**config.mk**
```make
export PLATFORM = sky130hd
export DESIGN_NAME = gtc_ctrl
export DESIGN_NICKNAME = d
export VERILOG_FILES = /design/src/rtl/core/gtc_pkg.sv /design/src/rtl/core/gtc_ctrl.sv
export SDC_FILE = /design/constraint.sdc
export NUM_CORES = 1
export LEC_CHECK = 0
export BUFFER_PORTS_ARGS = -buffer_cell sky130_fd_sc_hd__buf_2
export CORE_AREA = 2 2 39 41
export CTS_CLUSTER_SIZE = 30
export DETAILED_ROUTE_END_ITERATION = 10
export DIE_AREA = 0 0 41 43
export PLACE_DENSITY = 0.45
export SYNTH_ARGS = -nofsm -noshare
export SYNTH_HDL_FRONTEND = slang
export SYNTH_SLANG_ARGS = --single-unit
```
**constraint.sdc**
```tcl
create_clock -name i_clk -period 1.9 [get_ports i_clk]
set_clock_uncertainty 0.15 [all_clocks]
set_input_delay 0.095 -clock i_clk [delete_from_list [all_inputs] [get_ports i_clk]]
set_output_delay 0.095 -clock i_clk [all_outputs]
set_load 0.01 [all_outputs]
```
**src/rtl/core/gtc_pkg.sv**
```systemverilog
package gtc_pkg;

    // default geometry
    localparam int WAYS_DEF      = 8;
    localparam int MAX_SETS_DEF  = 8;
    localparam int FRAC_BITS     = 4;

    // field widths
    localparam int CODE_W        = 16;
    localparam int FRAC_W        = 4;
    localparam int KEY_W         = CODE_W + 2 * FRAC_W;
    localparam int MET_W         = 42;
    localparam int DIM_W         = 10;
    localparam int SLOT_W        = 6;
    localparam int IN_DATA_W     = 72;
    localparam int IN_USER_W     = 1;
    localparam int OUT_DATA_W    = 48;
    localparam int OUT_USER_W    = 2;
    localparam int CFG_IDX_W     = 3;
    localparam int CFG_DATA_W    = 10;

    localparam logic [FRAC_W-1:0] FRAC_MASK = FRAC_W'((1 << FRAC_BITS) - 1);

    // fractions are dropped above this box height
    localparam logic [DIM_W-1:0] FRAC_MAX_HEIGHT = DIM_W'(50);

    // register indexes
    localparam logic [CFG_IDX_W-1:0] REG_CACHE_EN   = CFG_IDX_W'(0);
    localparam logic [CFG_IDX_W-1:0] REG_ANTI_ALIAS = CFG_IDX_W'(1);
    localparam logic [CFG_IDX_W-1:0] REG_SET_BITS   = CFG_IDX_W'(2);
    localparam logic [CFG_IDX_W-1:0] REG_BOX_WIDTH  = CFG_IDX_W'(3);
    localparam logic [CFG_IDX_W-1:0] REG_BOX_HEIGHT = CFG_IDX_W'(4);

    // register reset values
    localparam logic [DIM_W-1:0] BOX_RESET      = DIM_W'(1000);
    localparam logic [1:0]       SET_BITS_RESET = 2'd3;

    // function codes
    localparam logic FUNC_LOOKUP = 1'b0;
    localparam logic FUNC_FILL   = 1'b1;

    typedef struct packed {
        logic load;
        logic cmp;
        logic upd;
        logic out_load;
    } t_cmd;

endpackage

```
**src/rtl/core/gtc_ctrl.sv**
```systemverilog
module gtc_ctrl (
    input  logic          i_clk,
    input  logic          i_rst_n,
    input  logic          i_in_valid,
    output logic          o_in_ready,
    output logic          o_out_valid,
    input  logic          i_out_ready,
    output gtc_pkg::t_cmd o_cmd
);
    import gtc_pkg::*;

    localparam logic [1:0] S_IDLE = 2'd0;
    localparam logic [1:0] S_LOOK = 2'd1;
    localparam logic [1:0] S_UPD  = 2'd2;
    localparam logic [1:0] S_OUT  = 2'd3;

    logic [1:0] r_state;
    logic [1:0] n_state;
    logic       r_out_valid;
    logic       n_out_valid;
    logic       out_free;

    assign o_in_ready  = (r_state == S_IDLE);
    assign o_out_valid = r_out_valid;
    assign out_free    = !r_out_valid || i_out_ready;

    always_comb begin
        o_cmd          = '0;
        o_cmd.load     = i_in_valid && (r_state == S_IDLE);
        o_cmd.cmp      = (r_state == S_LOOK);
        o_cmd.upd      = (r_state == S_UPD);
        o_cmd.out_load = (r_state == S_OUT) && out_free;
    end

    always_comb begin
        n_state = r_state;
        case (r_state)
            S_IDLE: begin
                if (i_in_valid) n_state = S_LOOK;
            end
            S_LOOK: n_state = S_UPD;
            S_UPD:  n_state = S_OUT;
            S_OUT: begin
                if (out_free) n_state = S_IDLE;
            end
            default: n_state = S_IDLE;
        endcase
    end

    always_comb begin
        n_out_valid = r_out_valid;
        if (o_cmd.out_load) begin
            n_out_valid = 1'b1;
        end else if (i_out_ready) begin
            n_out_valid = 1'b0;
        end
    end

    always_ff @(posedge i_clk) begin
        if (!i_rst_n) begin
            r_state     <= S_IDLE;
            r_out_valid <= 1'b0;
        end else begin
            r_state     <= n_state;
            r_out_valid <= n_out_valid;
        end
    end

endmodule

```
Word level (Yosys, flattened, before mapping)

Index checks and enable logic that the tools add are counted.

Eq/ne operators: 5
Multiplexer cells: 5
Reduce and logical (&&, ||, !) cells: 7

Operator list:

| cell                                                | count |
|---|---|
| one-hot mux 2 bit (4 select lines)                  | 1 |
| equality test 2 bit, second input constant          | 2 |
| two-way mux 2 bit                                   | 2 |
| inequality test 2 bit, second input constant        | 2 |
| equality test 2 x 1 -> 1 bit, second input constant | 1 |
| logical AND 1 bit                                   | 2 |
| zero test 2 bit                                     | 1 |
| two-way mux 1 bit                                   | 2 |
| AND reduction 2 bit                                 | 1 |
| nonzero test 2 bit                                  | 1 |
| zero test 1 bit                                     | 1 |
| logical OR 1 bit                                    | 1 |

Register bits after elaboration: 3
Input port bits: 4

Longest topological paths before layout

Depth in word-level cells: 4
Mapped depth: 4
Gate-level depth less buffers: 4

Least setup slack after synthesis

OpenSTA, ideal clock, no wires.

Path type: reg-to-reg
From: reg r_state[0]
To: reg r_state[0]
Clock period less this slack: 1.330 ns
Arrival time: 1.065 ns
Path buffers: 0
Data required time: 1.635 ns
Path slack: 0.570 ns
Stages on the path, launching flop included: 5
Path through: dfxtp_1 -> inv_1 -> ha_1 -> o31a_1 -> o21a_1

Longest elaborated chain between the ends: 3
Elaborated cells on any way between the ends: 8

Ends and longest elaborated chain:

| element                                | line           | source |
|---|---|---|
| from (decl)                            | gtc_ctrl.sv:17 | `logic [1:0] r_state;` |
| from (signal assigned)                 | gtc_ctrl.sv:64 | `r_state <= n_state;` |
| zero test 2 bit (*)                    | n/a            |  |
| via o_in_ready                         | gtc_ctrl.sv:5  | `output logic o_in_ready,` |
| inequality test 2 bit (no source line) | n/a            |  |
| AND reduction 2 bit (no source line)   | n/a            |  |

Mark *: on every way through the listed nets, which the timed path passes. The rest lies on a longest branch.
A chain may end at the register's enable or synchronous reset.

==> impl_results.md <==
* H-tree depth at 1
* Place WS at 0.5307 ns
* Cell area after placement at 266.5 um^2
* Fmax at 0.6835 GHz
* Crit path required time at 1.65 ns
* Hold Slack at 0.09950 ns
* Critical Path Start Type: register
* Core ar. at 1384 um^2
* DRT antenna net count at 0
* Row Count at 14
* CTS Buf Count at 3
* Register bit total from synthesis at 3
* Port bufs at 9
* Vias post-DR at 184
* Yosys warnings at 0
* Clock Power Share at 25.5%
* Cells after synthesis at 22
* # diodes at 0
* Reg-to-Reg Start: r_state[0]
* Initial DRC count at 4
* Nets@finish at 44
* Drt wl/cell at 7.627 um
* Reg-to-reg slack, setup at 0.53 ns
* Overall Power at 0.4417 mW
* Fill cell count at 163
* Non-Filler Instances at 51
* TNS Setup at 0 ns
* Die W at 41 um
* Crit path kind: register to primary output
* Total track usage at 6.720%
* Syn nets at 30
* First-pass DRT Iterations at 2
* Largest net degree at the start of global routing at 5
* RSZ-0062 raised after global routing: false
* Actual slew at the worst max-slew pin at 0.1566 ns
* Most frequent cells in the layout: buf_2, ha_1, inv_1, clkbuf_4, dfxtp_1
* Final setup viols at 0
* Switching pwr at 0.1718 mW
* Status: completed
* Worst r2r dst: r_state[0]
* Worst EP arrival at 1.22 ns
* Sequential area share after synthesis at 28.74%
* Mapped cell area at 209.0 um^2
* Post-route cell area at 302.8 um^2
* LEAKAGE at 0.1640 nW
* Hold Path Class: primary input to register
* Total gr overflow at 0
* Final Core Density at 21.88%
* Count of final hold-check violations at 0
* Die height at 43 um
* Layout cell share with drive strength beyond 1 at 40.00%
* Maxcap violations at 0
* Initial core utilization at 15.10%
* Reg2Reg Depth at 4
* Clock buffer depth at 2
* Fin worst setup slack at 0.4370 ns
* Clock Latency Late Sink at 0.23 ns
* GPL Wtd Cong at 0.6555
* Commonest non-fill, non-tap cell in the layout: buf_2
* DPL Wire Length at 299.5 um
* CP startpoint: r_state[0]
* Synth unique cells at 13
* Combinational Power Share at 48.8%
* Final slew viol count at 0
* Vias per cell at 3.608
* Slew margin rel. at 89.56%
* Crit Path Max Fanout at 4
* CP endpoint: o_cmd[3]
* Initial antenna violation count at 0
* Clock slew at reported path FFs at 0.04 ns
* Switching Fraction at 38.89%
* Pwr Density at 1459 nW/um^2
* CP Capture Type: primary output
* Internal power at 0.2699 mW
* Vias in the first global route at 178
* First-pass GRT wire length at 683 um
* Placed Instances at 46
* Worst vdd ir at 459.2 uV
* Fin crit share at 77.00%
* Die area at 1763 um^2
* Area grow syn2layout at 44.91%
* IO Count at 10
* Final wirelength at 389 um
* TritonCTS clock tree: done
* Sequential power share at 25.7%
* Drt drc at 0
* Root buf cell: clkbuf_4
* Mapped Avg Cell Area at 9.498 um^2
* Fin crit period at 1.463 ns
* CTS Sinks at 3
[power by group through the flow]
| stage | logic [mW] | registers (mW) | clock network, mW |
|---|---|---|---|
| after detailed placement | 0.217 | 0.115 | 0 |
| after global placement | 0.219 | 0.115 | 0 |
| after CTS | 0.219 | 0.114 | 0.120 |
| final | 0.216 | 0.113 | 0.113 |
| after floorplan | 0.158 | 0.110 | 0 |
| after global routing | 0.241 | 0.119 | 0.128 |
[layout make-up]
type	instances	area [um^2]	share of cell area, %
Inverter	3	11.26	3.719
Timing Repair Buffer	10	55.05	18.18
Multi-Input combinational cell	15	130.1	42.98
Tap cell	16	20.02	6.612
Sequential cell	3	60.06	19.83
Clock buffer	4	26.28	8.678
[flip-flops by register name (all words and copies together) (netlist names)]
| signal | count |
|---|---|
| o_out_valid | 1 |
| r_state | 2 |
[per-layer routing]
layer / up-vias / wire length (um) / GRT usage (%)
met2: 9 / 161 / 7.187
li1: 95 / - / -
met1: 80 / 175 / 6.410
met3: 0 / 52 / 9.424
met4: 0 / 0 / 4.000
met5: - / 0 / 0
[timing repair]
| action | 4_1_cts | 5_1_grt |
|---|---|---|
| hold buffers | 1 | 0 |
| buffers inserted | 0 | 0 |
| hold endpoints to repair | 2 | 0 |
| resized for setup | 0 | 0 |
[worst min path at each step]
stage	from	to	slack, ns	depth (start not counted)
floorplan	i_rst_n	o_out_valid	0.06	1
finish	i_in_valid	r_state[1]	0.1	4
CTS	i_in_valid	r_state[1]	0.09	4
global route	i_in_valid	r_state[1]	0.13	4
detailed placement	i_rst_n	o_out_valid	0.21	2
global placement	i_rst_n	o_out_valid	0.21	2
[worst max-delay path: stages, from the launching register on]
cell and delay [ns]:
dfxtp_1 0.37, inv_1 0.08, ha_1 0.25, and2_1 0.15, buf_2 0.13
[logic make-up (layout without fill, tap and decap cells)]
kind of cell / after synthesis / after routing / synth area share, %
AND/OR/NAND/NOR: 6 / 6 / 17.97
adder cells (fa/ha/maj): 4 / 4 / 23.95
AO/OA/AOI/OAI: 4 / 4 / 15.57
buffers and inverters: 4 / 17 / 8.983
flip-flops: 3 / 3 / 28.74
multiplexers: 1 / 1 / 4.791
[cells in the mapped netlist]
library cell  number  area (um^2)
o21a_1             2        15.01
ha_1               4        50.05
o31a_1             1        8.760
and2_1             1        6.260
nand2_1            2        7.510
nor2b_1            1        6.260
inv_1              3        11.26
and3b_1            1        8.760
a21oi_2            1        8.760
buf_4              1        7.510
mux2i_1            1        10.01
dfxtp_1            3        60.06
and2b_2            1        8.760
Note: power is estimated with default switching activity, not from simulation.
